[src/wpvs_pkg.sv]
// ---------------------------------------------------------------------------
// WAV PCM volume scaler package
// Shared types and constants for the parser front, queue and scaling back.
// ---------------------------------------------------------------------------
package wpvs_pkg;

   localparam int unsigned VOL_W = 10;
   localparam logic [VOL_W-1:0] VOL_RESET = 10'd256;

   localparam logic [31:0] TAG_RIFF = 32'h52494646;
   localparam logic [31:0] TAG_WAVE = 32'h57415645;
   localparam logic [31:0] TAG_DATA = 32'h64617461;
   localparam logic [31:0] TAG_FACT = 32'h66616374;

   typedef enum logic [2:0] {
      PH_HDR,
      PH_TAG1,
      PH_EXT,
      PH_TAG2,
      PH_FACT,
      PH_SIZE,
      PH_DATA,
      PH_PASS
   } phase_type;

   // What the back end does with one queued request
   typedef enum logic [1:0] {
      OP_PASS,     // one byte, data unchanged
      OP_FLUSH,    // held byte (aux), then data
      OP_SCALE8,   // one 8-bit sample in data
      OP_SCALE16   // 16-bit sample: aux low, data high
   } op_type;

   typedef struct packed {
      op_type     op;
      logic [7:0] data;
      logic [7:0] aux;
   } entry_type;

   // Byte k of a tag, most significant first
   function automatic logic [7:0] tag_byte(input logic [31:0] tag, input logic [1:0] k);
      logic [7:0] res;
      unique case (k)
         2'd0: res = tag[31:24];
         2'd1: res = tag[23:16];
         2'd2: res = tag[15:8];
         2'd3: res = tag[7:0];
      endcase
      return res;
   endfunction

endpackage

[src/wpvs_front.sv]
// ---------------------------------------------------------------------------
// WAV PCM volume scaler front end
// Parses the header byte by byte and classifies every request for the back.
// ---------------------------------------------------------------------------
module wpvs_front (
   input  logic                clock,
   input  logic                reset,
   input  logic                req_valid,
   output logic                req_ready,
   input  logic [7:0]          req_in_byte,
   input  logic                req_file_start,
   input  logic                req_file_end,
   input  logic                q_not_full,
   output logic                push,
   output wpvs_pkg::entry_type push_entry
);
   import wpvs_pkg::*;

   phase_type   phase_ff, phase_in;
   logic [5:0]  pos_ff, pos_in;
   logic [31:0] tag_ff, tag_in;
   logic [15:0] sbits_ff, sbits_in;
   logic [15:0] ext_ff, ext_in;
   logic [30:0] left_ff, left_in;
   logic [7:0]  held_ff, held_in;
   logic        held_v_ff, held_v_in;

   logic        accept;
   logic        emit;
   entry_type   ent;

   assign req_ready = q_not_full;
   assign accept    = req_valid && q_not_full;

   always_comb begin
      logic        ok;
      logic        first;
      logic [15:0] e;
      logic [31:0] sz;
      logic [7:0]  b;

      b = req_in_byte;
      ok = 1'b1;
      e = 16'd0;
      sz = 32'd0;

      // file start restarts the parser before the byte is looked at
      if (req_file_start) begin
         phase_in  = PH_HDR;
         pos_in    = 6'd0;
         tag_in    = 32'd0;
         sbits_in  = 16'd0;
         ext_in    = 16'd0;
         left_in   = 31'd0;
         held_in   = 8'd0;
         held_v_in = 1'b0;
      end else begin
         phase_in  = phase_ff;
         pos_in    = pos_ff;
         tag_in    = tag_ff;
         sbits_in  = sbits_ff;
         ext_in    = ext_ff;
         left_in   = left_ff;
         held_in   = held_ff;
         held_v_in = held_v_ff;
      end
      first = (phase_in == PH_TAG1);

      emit     = 1'b1;
      ent.data = b;
      ent.aux  = held_ff;
      ent.op   = (req_file_start && held_v_ff) ? OP_FLUSH : OP_PASS;

      unique case (phase_in)
         PH_HDR: begin
            if (pos_in <= 6'd3) begin
               ok = (b == tag_byte(TAG_RIFF, pos_in[1:0]));
            end else if (pos_in >= 6'd8 && pos_in <= 6'd11) begin
               ok = (b == tag_byte(TAG_WAVE, pos_in[1:0]));
            end else if (pos_in == 6'd20) begin
               ok = (b == 8'd1);
            end else if (pos_in == 6'd21) begin
               ok = (b == 8'd0);
            end else if (pos_in == 6'd34) begin
               sbits_in = {8'd0, b};
            end else if (pos_in == 6'd35) begin
               sbits_in = {b, sbits_in[7:0]};
            end
            if (!ok) begin
               phase_in = PH_PASS;
            end else if (pos_in >= 6'd35) begin
               phase_in = PH_TAG1;
               pos_in   = 6'd0;
            end else begin
               pos_in = pos_in + 6'd1;
            end
         end
         PH_TAG1, PH_TAG2: begin
            tag_in = {tag_in[23:0], b};
            pos_in = pos_in + 6'd1;
            if (pos_in >= 6'd4) begin
               e = {tag_in[23:16], tag_in[31:24]};
               if (tag_in == TAG_DATA) begin
                  phase_in = PH_SIZE;
                  pos_in   = 6'd0;
               end else if (tag_in == TAG_FACT) begin
                  phase_in = PH_FACT;
                  pos_in   = 6'd0;
               end else if (first) begin
                  // extension length; short values overlap the next tag
                  if (e >= 16'd2) begin
                     ext_in   = e - 16'd2;
                     phase_in = (ext_in != 16'd0) ? PH_EXT : PH_TAG2;
                     pos_in   = 6'd0;
                  end else begin
                     ext_in   = 16'd0;
                     phase_in = PH_TAG2;
                     pos_in   = 6'd2 - {5'd0, e[0]};
                  end
               end else begin
                  phase_in = PH_PASS;
               end
            end
         end
         PH_EXT: begin
            if (ext_in != 16'd0) begin
               ext_in = ext_in - 16'd1;
            end
            if (ext_in == 16'd0) begin
               phase_in = PH_TAG2;
               pos_in   = 6'd0;
            end
         end
         PH_FACT: begin
            pos_in = pos_in + 6'd1;
            if (pos_in >= 6'd12) begin
               phase_in = PH_SIZE;
               pos_in   = 6'd0;
            end
         end
         PH_SIZE: begin
            tag_in = {tag_in[23:0], b};
            pos_in = pos_in + 6'd1;
            if (pos_in >= 6'd4) begin
               sz = {tag_in[7:0], tag_in[15:8], tag_in[23:16], tag_in[31:24]};
               if (sz[31]) begin
                  phase_in = PH_PASS;
               end else begin
                  left_in  = sz[30:0];
                  phase_in = PH_DATA;
               end
            end
         end
         PH_DATA: begin
            priority if (sbits_in[15:3] == 13'd1) begin
               if (left_in != 31'd0) begin
                  ent.op  = OP_SCALE8;
                  left_in = left_in - 31'd1;
               end
            end else if (held_v_in) begin
               ent.op    = OP_SCALE16;
               held_v_in = 1'b0;
               held_in   = 8'd0;
            end else if (left_in != 31'd0) begin
               held_in   = b;
               held_v_in = 1'b1;
               emit      = 1'b0;
               left_in   = (left_in >= 31'd2) ? left_in - 31'd2 : 31'd0;
            end
         end
         PH_PASS: begin
         end
      endcase

      // a byte held at file end is this byte itself: pass it unchanged
      if (req_file_end) begin
         if (held_v_in) begin
            emit = 1'b1;
         end
         phase_in  = PH_HDR;
         pos_in    = 6'd0;
         tag_in    = 32'd0;
         sbits_in  = 16'd0;
         ext_in    = 16'd0;
         left_in   = 31'd0;
         held_in   = 8'd0;
         held_v_in = 1'b0;
      end
   end

   assign push       = accept && emit;
   assign push_entry = ent;

   always_ff @(posedge clock) begin
      if (reset) begin
         phase_ff  <= PH_HDR;
         pos_ff    <= 6'd0;
         tag_ff    <= 32'd0;
         sbits_ff  <= 16'd0;
         ext_ff    <= 16'd0;
         left_ff   <= 31'd0;
         held_ff   <= 8'd0;
         held_v_ff <= 1'b0;
      end else if (accept) begin
         phase_ff  <= phase_in;
         pos_ff    <= pos_in;
         tag_ff    <= tag_in;
         sbits_ff  <= sbits_in;
         ext_ff    <= ext_in;
         left_ff   <= left_in;
         held_ff   <= held_in;
         held_v_ff <= held_v_in;
      end
   end

endmodule

[src/wpvs_queue.sv]
// ---------------------------------------------------------------------------
// WAV PCM volume scaler request queue
// Small FIFO between the parser front and the scaling back.
// ---------------------------------------------------------------------------
module wpvs_queue #(
   parameter int unsigned DEPTH = 4
) (
   input  logic                clock,
   input  logic                reset,
   input  logic                push,
   input  wpvs_pkg::entry_type push_entry,
   output logic                not_full,
   input  logic                pop,
   output logic                head_valid,
   output wpvs_pkg::entry_type head
);
   import wpvs_pkg::*;

   localparam int unsigned PTR_W = (DEPTH > 1) ? $clog2(DEPTH) : 1;
   localparam int unsigned CNT_W = $clog2(DEPTH + 1);
   localparam logic [PTR_W-1:0] LAST_PTR = PTR_W'(DEPTH - 1);
   localparam logic [CNT_W-1:0] FULL_CNT = CNT_W'(DEPTH);

   entry_type        mem_ff [DEPTH];
   logic [PTR_W-1:0] wr_ptr_ff, wr_ptr_in;
   logic [PTR_W-1:0] rd_ptr_ff, rd_ptr_in;
   logic [CNT_W-1:0] count_ff, count_in;

   assign not_full   = (count_ff != FULL_CNT);
   assign head_valid = (count_ff != '0);
   assign head       = mem_ff[rd_ptr_ff];

   always_comb begin
      wr_ptr_in = wr_ptr_ff;
      rd_ptr_in = rd_ptr_ff;
      count_in  = count_ff;
      if (push) begin
         wr_ptr_in = (wr_ptr_ff == LAST_PTR) ? '0 : wr_ptr_ff + 1'b1;
      end
      if (pop) begin
         rd_ptr_in = (rd_ptr_ff == LAST_PTR) ? '0 : rd_ptr_ff + 1'b1;
      end
      unique case ({push, pop})
         2'b10:   count_in = count_ff + 1'b1;
         2'b01:   count_in = count_ff - 1'b1;
         default: count_in = count_ff;
      endcase
   end

   always_ff @(posedge clock) begin
      if (reset) begin
         wr_ptr_ff <= '0;
         rd_ptr_ff <= '0;
         count_ff  <= '0;
      end else begin
         wr_ptr_ff <= wr_ptr_in;
         rd_ptr_ff <= rd_ptr_in;
         count_ff  <= count_in;
      end
   end

   always_ff @(posedge clock) begin
      if (push) begin
         mem_ff[wr_ptr_ff] <= push_entry;
      end
   end

endmodule

[src/wpvs_back.sv]
// ---------------------------------------------------------------------------
// WAV PCM volume scaler back end
// Multiplies samples by the volume, saturates and serializes result bytes.
// ---------------------------------------------------------------------------
module wpvs_back (
   input  logic                         clock,
   input  logic                         reset,
   input  logic [wpvs_pkg::VOL_W-1:0]   volume,
   input  logic                         head_valid,
   input  wpvs_pkg::entry_type          head,
   output logic                         pop,
   output logic                         rsp_valid,
   input  logic                         rsp_ready,
   output logic [7:0]                   rsp_out_byte,
   output logic                         rsp_last_of_run
);
   import wpvs_pkg::*;

   // multiply stage
   logic               a_valid_ff, a_valid_in;
   op_type             a_op_ff, a_op_in;
   logic [7:0]         a_data_ff, a_data_in;
   logic [7:0]         a_aux_ff, a_aux_in;
   logic signed [26:0] a_prod_ff, a_prod_in;

   // output stage
   logic       b_valid_ff, b_valid_in;
   logic       b_two_ff, b_two_in;
   logic       b_idx_ff, b_idx_in;
   logic [7:0] b_lo_ff, b_lo_in;
   logic [7:0] b_hi_ff, b_hi_in;

   logic               b_fire;
   logic               b_done;
   logic               a_adv;
   logic signed [15:0] mul_a;
   logic signed [10:0] mul_b;
   logic signed [19:0] t8;
   logic signed [18:0] q16;
   logic [7:0]         sat8;
   logic [15:0]        sat16;

   assign b_fire = b_valid_ff && rsp_ready;
   assign b_done = b_fire && (!b_two_ff || b_idx_ff);
   assign a_adv  = !b_valid_ff || b_done;
   assign pop    = head_valid && (!a_valid_ff || a_adv);

   // 8-bit samples are offset binary: x-128 is x with the top bit flipped
   assign mul_a = (head.op == OP_SCALE8)
                ? $signed({{8{~head.data[7]}}, ~head.data[7], head.data[6:0]})
                : $signed({head.data, head.aux});
   assign mul_b = $signed({1'b0, volume});

   // floor shift by 7, then back to offset binary with clamping
   assign t8 = a_prod_ff[26:7];
   always_comb begin
      if (t8 < -20'sd128) begin
         sat8 = 8'h00;
      end else if (t8 > 20'sd127) begin
         sat8 = 8'hFF;
      end else begin
         sat8 = {~t8[7], t8[6:0]};
      end
   end

   // divide by 256 toward zero: bump negative values with a nonzero fraction
   assign q16 = a_prod_ff[26:8] + {18'd0, (a_prod_ff[26] && (a_prod_ff[7:0] != 8'd0))};
   always_comb begin
      if (q16 < -19'sd32768) begin
         sat16 = 16'h8000;
      end else if (q16 > 19'sd32767) begin
         sat16 = 16'h7FFF;
      end else begin
         sat16 = q16[15:0];
      end
   end

   always_comb begin
      a_valid_in = a_valid_ff;
      a_op_in    = a_op_ff;
      a_data_in  = a_data_ff;
      a_aux_in   = a_aux_ff;
      a_prod_in  = a_prod_ff;
      if (!a_valid_ff || a_adv) begin
         a_valid_in = head_valid;
      end
      if (pop) begin
         a_op_in   = head.op;
         a_data_in = head.data;
         a_aux_in  = head.aux;
         a_prod_in = mul_a * mul_b;
      end
   end

   always_comb begin
      b_valid_in = b_valid_ff;
      b_two_in   = b_two_ff;
      b_idx_in   = b_idx_ff;
      b_lo_in    = b_lo_ff;
      b_hi_in    = b_hi_ff;
      if (a_adv) begin
         b_valid_in = a_valid_ff;
         b_idx_in   = 1'b0;
         if (a_valid_ff) begin
            unique case (a_op_ff)
               OP_PASS: begin
                  b_two_in = 1'b0;
                  b_lo_in  = a_data_ff;
               end
               OP_FLUSH: begin
                  b_two_in = 1'b1;
                  b_lo_in  = a_aux_ff;
                  b_hi_in  = a_data_ff;
               end
               OP_SCALE8: begin
                  b_two_in = 1'b0;
                  b_lo_in  = sat8;
               end
               OP_SCALE16: begin
                  b_two_in = 1'b1;
                  b_lo_in  = sat16[7:0];
                  b_hi_in  = sat16[15:8];
               end
            endcase
         end
      end else if (b_fire) begin
         b_idx_in = 1'b1;
      end
   end

   assign rsp_valid       = b_valid_ff;
   assign rsp_out_byte    = b_idx_ff ? b_hi_ff : b_lo_ff;
   assign rsp_last_of_run = !b_two_ff || b_idx_ff;

   always_ff @(posedge clock) begin
      if (reset) begin
         a_valid_ff <= 1'b0;
         b_valid_ff <= 1'b0;
         b_idx_ff   <= 1'b0;
      end else begin
         a_valid_ff <= a_valid_in;
         b_valid_ff <= b_valid_in;
         b_idx_ff   <= b_idx_in;
      end
   end

   always_ff @(posedge clock) begin
      a_op_ff   <= a_op_in;
      a_data_ff <= a_data_in;
      a_aux_ff  <= a_aux_in;
      a_prod_ff <= a_prod_in;
      b_two_ff  <= b_two_in;
      b_lo_ff   <= b_lo_in;
      b_hi_ff   <= b_hi_in;
   end

endmodule

[src/wav_pcm_volume_scaler_top.sv]
// ---------------------------------------------------------------------------
// WAV PCM volume scaler
// Streams a WAV file byte by byte, header unchanged, PCM samples scaled.
// ---------------------------------------------------------------------------
// Usage:
//   req_*  : one file byte per request, with file_start / file_end marks.
//   rsp_*  : output bytes; last_of_run flags the final byte caused by a
//            request (a request yields zero, one or two bytes).
//   csr_*  : volume gain, written only while the block is idle. Unity is
//            128 for 8-bit samples and 256 for 16-bit samples.
// Path: a result byte passes the request queue, the multiply stage and
//   then the output register before it shows on rsp_*.
// Throughput: one request per cycle while the queue has room. Requests
//   that give two bytes hold the output register for both bytes; the request
//   queue absorbs that and 16-bit pairs still average one byte per request.
// Reset: parser returns to header start, queue and pipeline empty, volume
//   goes to 256.
// Receiver stall: the output holds; the queue keeps taking requests until
//   it is full, then req_ready drops.
// ---------------------------------------------------------------------------
module wav_pcm_volume_scaler_top #(
   parameter int unsigned QUEUE_DEPTH = 4
) (
   input  logic                       clock,
   input  logic                       reset,
   input  logic                       req_valid,
   output logic                       req_ready,
   input  logic [7:0]                 req_in_byte,
   input  logic                       req_file_start,
   input  logic                       req_file_end,
   output logic                       rsp_valid,
   input  logic                       rsp_ready,
   output logic [7:0]                 rsp_out_byte,
   output logic                       rsp_last_of_run,
   input  logic                       csr_wr_en,
   input  logic [wpvs_pkg::VOL_W-1:0] csr_wr_data
);
   import wpvs_pkg::*;

   logic [VOL_W-1:0] volume_ff, volume_in;
   logic             push;
   entry_type        push_entry;
   logic             q_not_full;
   logic             pop;
   logic             head_valid;
   entry_type        head;

   assign volume_in = csr_wr_en ? csr_wr_data : volume_ff;

   always_ff @(posedge clock) begin
      if (reset) begin
         volume_ff <= VOL_RESET;
      end else begin
         volume_ff <= volume_in;
      end
   end

   wpvs_front u_front (
      .clock          (clock),
      .reset          (reset),
      .req_valid      (req_valid),
      .req_ready      (req_ready),
      .req_in_byte    (req_in_byte),
      .req_file_start (req_file_start),
      .req_file_end   (req_file_end),
      .q_not_full     (q_not_full),
      .push           (push),
      .push_entry     (push_entry)
   );

   wpvs_queue #(
      .DEPTH (QUEUE_DEPTH)
   ) u_queue (
      .clock      (clock),
      .reset      (reset),
      .push       (push),
      .push_entry (push_entry),
      .not_full   (q_not_full),
      .pop        (pop),
      .head_valid (head_valid),
      .head       (head)
   );

   wpvs_back u_back (
      .clock           (clock),
      .reset           (reset),
      .volume          (volume_ff),
      .head_valid      (head_valid),
      .head            (head),
      .pop             (pop),
      .rsp_valid       (rsp_valid),
      .rsp_ready       (rsp_ready),
      .rsp_out_byte    (rsp_out_byte),
      .rsp_last_of_run (rsp_last_of_run)
   );

endmodule

[config.mk]
export PLATFORM = sky130hd
export DESIGN_NAME = wav_pcm_volume_scaler_top
export DESIGN_NICKNAME = d
export VERILOG_FILES = /design/src/wpvs_pkg.sv /design/src/wpvs_front.sv /design/src/wpvs_queue.sv /design/src/wpvs_back.sv /design/src/wav_pcm_volume_scaler_top.sv
export SDC_FILE = /design/constraint.sdc
export NUM_CORES = 1
export LEC_CHECK = 0
export ABC_CLOCK_PERIOD_IN_PS = 9300
export BUFFER_PORTS_ARGS = -buffer_cell sky130_fd_sc_hd__buf_2
export CORE_MARGIN = 2
export CORE_UTILIZATION = 50
export CTS_CLUSTER_SIZE = 14
export DETAILED_ROUTE_END_ITERATION = 10
export PLACE_DENSITY_LB_ADDON = 0.05
export SLEW_MARGIN = 20
export SYNTH_ARGS = -nofsm -noshare
export SYNTH_HDL_FRONTEND = slang
export SYNTH_HIERARCHICAL = 1
export SYNTH_SLANG_ARGS = --single-unit
[constraint.sdc]
create_clock -name clock -period 9.3 [get_ports clock]
set_clock_uncertainty 0.15 [all_clocks]
set_input_delay 1.86 -clock clock [delete_from_list [all_inputs] [get_ports clock]]
set_output_delay 1.86 -clock clock [all_outputs]
set_load 0.02 [all_outputs]
### Word level (Yosys, flattened, before mapping)

Memory sizes are Yosys's and may differ from the RTL's. A register that Yosys moved wholly into a read port is not among the register bits.
Index checks and enable logic that the tools add are counted.

| cells by class | value |
|---|---|
| add/sub/neg operators | 11 |
| multipliers | 1 |
| div/mod/pow operators | 0 |
| order comparisons | 12 |
| equality and inequality tests | 28 |
| shift-type cells | 0 |
| multiplexer cells | 110 |
| bitwise operators | 2 |
| reductions and logical operators | 34 |

Operators by type and width:

| cell | number |
|---|---|
| $mux W16 | 21 |
| $mux W31 | 9 |
| $mux W8 | 14 |
| $mux W24 | 3 |
| $mux W6 | 11 |
| $eq A32 B31 Y1 const B | 2 |
| $pmux W8 S4 | 2 |
| $pmux W31 S2 | 1 |
| $mux W3 | 12 |
| $pmux W16 S2 | 1 |
| $reduce_bool A16 Y1 | 2 |
| $ge A31 B2 Y1 const B | 1 |
| $reduce_bool A31 Y1 | 1 |
| $sub A31 B1 Y31 const B | 1 |
| $sub A31 B2 Y31 const B | 1 |
| $pmux W6 S5 | 1 |
| $mul A16 B11 Y27 | 1 |
| $pmux W8 S3 | 1 |
| $mux W1 | 22 |
| $gt A20 B8 Y1 const B | 1 |
| $lt A20 B8 Y1 const B | 1 |
| $add A19 B1 Y19 | 1 |
| $gt A19 B16 Y1 const B | 1 |
| $lt A19 B16 Y1 const B | 1 |
| 44 further kinds | 86 |

| word-level totals | value |
|---|---|
| flip-flop bits (word level) | 187 |
| latch bits | 0 |
| RAM bits | 72 |
| ROM bits | 0 |
| bits of input ports | 25 |
| output and inout bits | 11 |
| word-level logic and storage cells | 221 |
| memories | 1 |

Memory list:

| memory | depth | bits a word | rd ports | clocked after Yosys merged registers in | wr ports | line | text |
|---|---|---|---|---|---|---|---|
| u_queue.mem_ff | 4 | 18 | 1 | 1 | 1 | wpvs_queue.sv:24 | `entry_type mem_ff [DEPTH];` |

### Logic depth before layout (Yosys ltp)

| depth | value |
|---|---|
| depth in word-level cells | 13 |
| gate-level depth with buffers | 27 |

### Cells and area by module

The synthesis kept the hierarchy.

Modules (own cells, without submodules):

| module | instances | cells an instance | area an instance (sq um) | seq. area each (sq um) |
|---|---|---|---|---|
| wpvs_back | 1 | 978 | 9310.2 | 1921.8 |
| wpvs_front | 1 | 1222 | 8689.6 | 2042.0 |
| wpvs_queue | 1 | 142 | 3086.7 | 2342.2 |
| wav_pcm_volume_scaler_top | 1 | 32 | 355.3 | 200.2 |

### Worst setup path before layout

No wires, ideal clock.

| path | value |
|---|---|
| kind | input to register |
| from | input port rsp_ready |
| to | register u_queue.count_ff[2] |
| library setup time | 0.070 ns |
| arrival time | 7.269 ns |
| path slack | 1.811 ns |
| cell stages on the path | 9 |
| path buffers | 0 |
| path through | nand2_1 -> and2_1 -> a21boi_0 -> ha_1 -> inv_1 -> fa_1 -> xor2_1 -> or3_1 -> a21oi_1 |

| on the way | value |
|---|---|
| longest elaborated chain between the ends | 7 |

RTL lines:

| what | line | text |
|---|---|---|
| from (decl) | wav_pcm_volume_scaler_top.sv:32 | `input logic rsp_ready,` |
| $logic_and A1 B1 Y1 (*) | wpvs_back.sv:43 | `assign b_fire = b_valid_ff && rsp_ready;` |
| $logic_and A1 B1 Y1 (*) | wpvs_back.sv:44 | `assign b_done = b_fire && (!b_two_ff \|\| b_idx_ff);` |
| $logic_or A1 B1 Y1 (*) | wpvs_back.sv:45 | `assign a_adv = !b_valid_ff \|\| b_done;` |
| $logic_or A1 B1 Y1 (*) | wpvs_back.sv:46 | `assign pop = head_valid && (!a_valid_ff \|\| a_adv);` |
| $logic_and A1 B1 Y1 (*) | wpvs_back.sv:46 |  |
| named net pop | wav_pcm_volume_scaler_top.sv:44 | `logic pop;` |
| $eq A2 B1 Y1 or $eq A2 B2 Y1 (tied branches) | wpvs_queue.sv:43 | `unique case ({push, pop})` |
| $pmux W3 S2 or $reduce_bool A2 Y1 (tied branches) | - |  |
| to (signal assigned) | wpvs_queue.sv:58 | `count_ff <= count_in;` |
| to (decl) | wpvs_queue.sv:27 | `logic [CNT_W-1:0] count_ff, count_in;` |

Mark *: on every way through the listed nets, which the timed path passes. The rest lies on a longest branch.
A chain may end at the register's enable or synchronous reset.

==> impl_results.md <==
* Status: finished clean
* CP Max Fanout at 16
* Placement Setup Slack at 1.38 ns
* Synth Warn # at 6
* Remaining global-route overflow at 0
* Initial antenna violation count at 0
* Crit path cell chain: mux4_1 -> nand2b_1 -> nor2_1 -> a21o_1 -> nand2_1 -> fa_1 -> inv_1 -> fa_1 -> fa_1 -> fa_1 -> inv_1 -> fa_1 -> inv_1 -> ha_1 -> a211oi_1 -> nor2_1 -> or3_1 -> o221a_2 -> a211oi_1 -> o21ai_0 -> xnor2_1
* TritonCTS clock tree: built
* Max Clk Rate at 126 MHz
* Pwr dens at 415 nW/um^2
* Final core utilization at 54.1%
* CP Class: flip-flop to flip-flop
* H-tree depth at 1
* Worst-path clk slew at 0.06 ns
* Final hold slack at 0.344 ns
* Most frequent cell on the critical path: fa_1
* Iteration-0 DRC Markers at 1617
* Setup TNS at 0 ns
* Clock Path Buffers at 3
* Fin. Hold Viols at 0
* Post-DR wirelength/cell at 22.4 um
* Die height at between 200 and 250 um
* Max VDD drop at approximately 0.00035 V
* Crit path launch type: flip-flop
* Filler cells at 3873
* # clock sinks at ~260
* Area of the multi-input gates at 13400 um^2
* CP endpoint kind: flip-flop
* Post-Route WL at ~64000 um
* Vias in the first global route at 17861
* Post-synth EDFFs at 134
* Die ar. at around 45000 um^2
* Via count at 18026
* First-pass GRT wire length at between 100000 and 150000 um
* Flops & latches, synth at 258
* Starting density of the core at 50.9%
* Ys flop type: edfxtp_1
* Fin crit period at 7.95 ns
* Synth area leader: edfxtp_1
* Syn Inst Count at 2374
* Sequential-to-total area share from yosys stat at between 30 and 40%
* Seq. cell area at 6510 um^2
* Max-cap violations at 0
* Post_cts resized at 0
* Vias per cell at 6.27
* Overall global routing resource usage at 29.0%
* Req. time, crit path at 9.49 ns
* # IOs at 36
* Net count, final at 2566
* ANT nets after route at 0
* Worst-Margin Slew at 1.03 ns
* Fin worst setup slack at roughly 1.4 ns
* Placer Congestion at 0.965
* Synth top area share at roughly a fifth
* Synth Net Count at 2627
* Layout area overhead at 6.30%
* Slew headroom at 31.0%
* Largest cells by area after synthesis: edfxtp_1, fa_1, dfxtp_1
* Die W at 211 um
* Port Buffers at 35
* Pleak at between 9 and 10 nW
* HPWL Detailed at 47300 um
* RSZ-0062 raised after global routing: no
* DR pass1 iterations at 8
* CTS Hold Buffers Added at 0
* Clk root buf: clkbuf_16
* Slowest cell on crit path: mux4_1
* Hold WC Path Type: flip-flop to flip-flop
* Ant. Diodes at 0
* Avg Cell Area, Syn at about 9 um^2
* Fraction of layout cells with a size suffix above 1 at 7.66%
* Final setup viols at 0
* Total core area at about 42000 um^2
* Drc violations at 0
* Setup Buffers After CTS at 0
* Worst-Skew Late Latency at 0.59 ns
* Post-synth ARST share at 0%
* Slew Viols, Final at 0
* Num CTS Buffers at 30
* Std cell rows at 75
* Largest net degree at the start of global routing at 60
* Crit path largest cell delay at 0.65 ns
* Synth Cell Area at around 21000 um^2
* Distinct cells, synth at ~100
* Final period utilization at between 80% and 90%
* Crit path DAT at 8.14 ns
==> critical path: cells and delay by family, from the launching register on <==
family | cells | cell delay [ns]
compound gates | 5 | 1.45
fa+ha+maj | 6 | 2.97
simple gates | 5 | 1.61
flops | 1 | 0.55
xor+xnor | 1 | 0.14
mux | 1 | 0.65
buf+inv | 3 | 0.14
==> through the flow <==
step	area, um^2	total power [mW]	instances
final	22800	9.47	2875
after CTS	22800	9.56	2875
after detailed placement	21800	8.31	2820
after global placement	21800	8.19	2820
after floorplan	21400	6.65	2374
after global routing	22800	10.4	2875
==> registers in the layout, summed over array words and instances, names as in the netlist, 3 cells and up, named ones only <==
signal            flops
u_back/a_aux_ff       8
u_back/a_data_ff      8
u_back/a_prod_ff     27
u_back/b_hi_ff        8
u_back/b_lo_ff        8
u_front/ext_ff       16
u_front/held_ff       8
u_front/left_ff      31
u_front/phase_ff      3
u_front/pos_ff        6
u_front/sbits_ff     13
u_front/tag_ff       24
u_queue/count_ff      3
u_queue/mem_ff       72
volume_ff            10
==> final cells by class <==
cell class / count / area share (%)
multi-input combinational: 1731 / 58.7
sequential: 258 / 28.5
inverter: 234 / 3.85
clock buffer: 43 / 3.77
tap: 539 / 2.96
timing repair buffer: 58 / 1.55
clock inverter: 12 / 0.637
==> logic make-up after synthesis <==
group	count (synthesis)	synth area share, %
mux	43	3.25
simple gates	837	20.0
fa+ha+maj	228	18.4
compound gates	554	17.7
xor+xnor	69	2.85
buf+inv	385	7.35
flops	258	30.3
==> where the power goes <==
group | internal [mW] | leakage [nW] | switching (mW)
logic | 2.54 | 6.28 | 3.87
registers | 1.69 | 2.26 | 0.191
clock network | 0.698 | 0.484 | 0.491
==> per-layer routing <==
| metal | vias up | wire (um) | track usage (%) | part of all wire, % |
|---|---|---|---|---|
| met3 | 173 | 3910 | 3.55 | 6.1 |
| met4 | 0 | 2980 | 12.4 | 4.6 |
| met5 | - | 0 | 0 | 0 |
| met1 | 8848 | 25900 | 36.4 | 40 |
| met2 | 701 | 31600 | 50.4 | 49 |
| li1 | 8304 | - | - | - |
==> cell usage after synthesis (11+ instances only) <==
cell,instances
or3_1,13
a211oi_1,18
a22oi_1,59
edfxtp_1,134
nor4_1,36
o211ai_1,18
dfxtp_1,124
o31ai_1,12
nand4_1,20
o22ai_1,24
o21a_1,17
or4_1,12
buf_4,11
o21ai_0,98
nand2_1,208
nand2b_1,19
xor2_1,22
nor3_1,58
a31oi_1,21
nor2_1,215
nor2b_1,39
ha_1,82
and2_1,80
fa_1,146
a21o_1,29
clkbuf_1,111
mux2i_1,16
xnor2_1,46
nand3_1,42
buf_2,18
a221oi_1,11
and3_1,12
inv_1,234
a21oi_1,118
==> path summary, 6_finish.rpt <==
check / start / end / slack [ns] / depth (start not counted)
worst min-delay path: u_front/sbits_ff[15] / u_front/sbits_ff[15] / 0.34 / 2
worst max register to register: flip-flop / u_back/a_prod_ff[25] / 1.35 / 21
worst min register to register: u_front/sbits_ff[15] / u_front/sbits_ff[15] / 0.34 / 2
worst max-delay path: flip-flop / u_back/a_prod_ff[25] / 1.35 / 21
==> cell usage in the layout, fill, tap and decap left out, types with 13 or more instances in the layout <==
cell type  Yosys  layout
a21o_1        29      29
o21ai_0       98      98
nor2b_1       39      39
nor4_1        36      36
o22ai_1       24      24
a21oi_1      118     118
fa_1         146     146
edfxtp_1     134     134
buf_4         11      25
o211ai_1      18      18
nand4_1       20      20
a31oi_1       21      21
and2_1        80      80
o21a_1        17      17
nand3_1       42      42
a22oi_1       59      59
xor2_1        22      22
nor2_1       215     215
dfxtp_1      124     124
inv_1        234     233
xnor2_1       46      46
a211oi_1      18      18
ha_1          82      82
or3_1         13      13
mux2i_1       16      16
nand2_1      208     208
nor3_1        58      57
buf_2         18      33
nand2b_1      19      19
clkbuf_16      0      30
No activity file was read; power rests on OpenSTA's default activity.
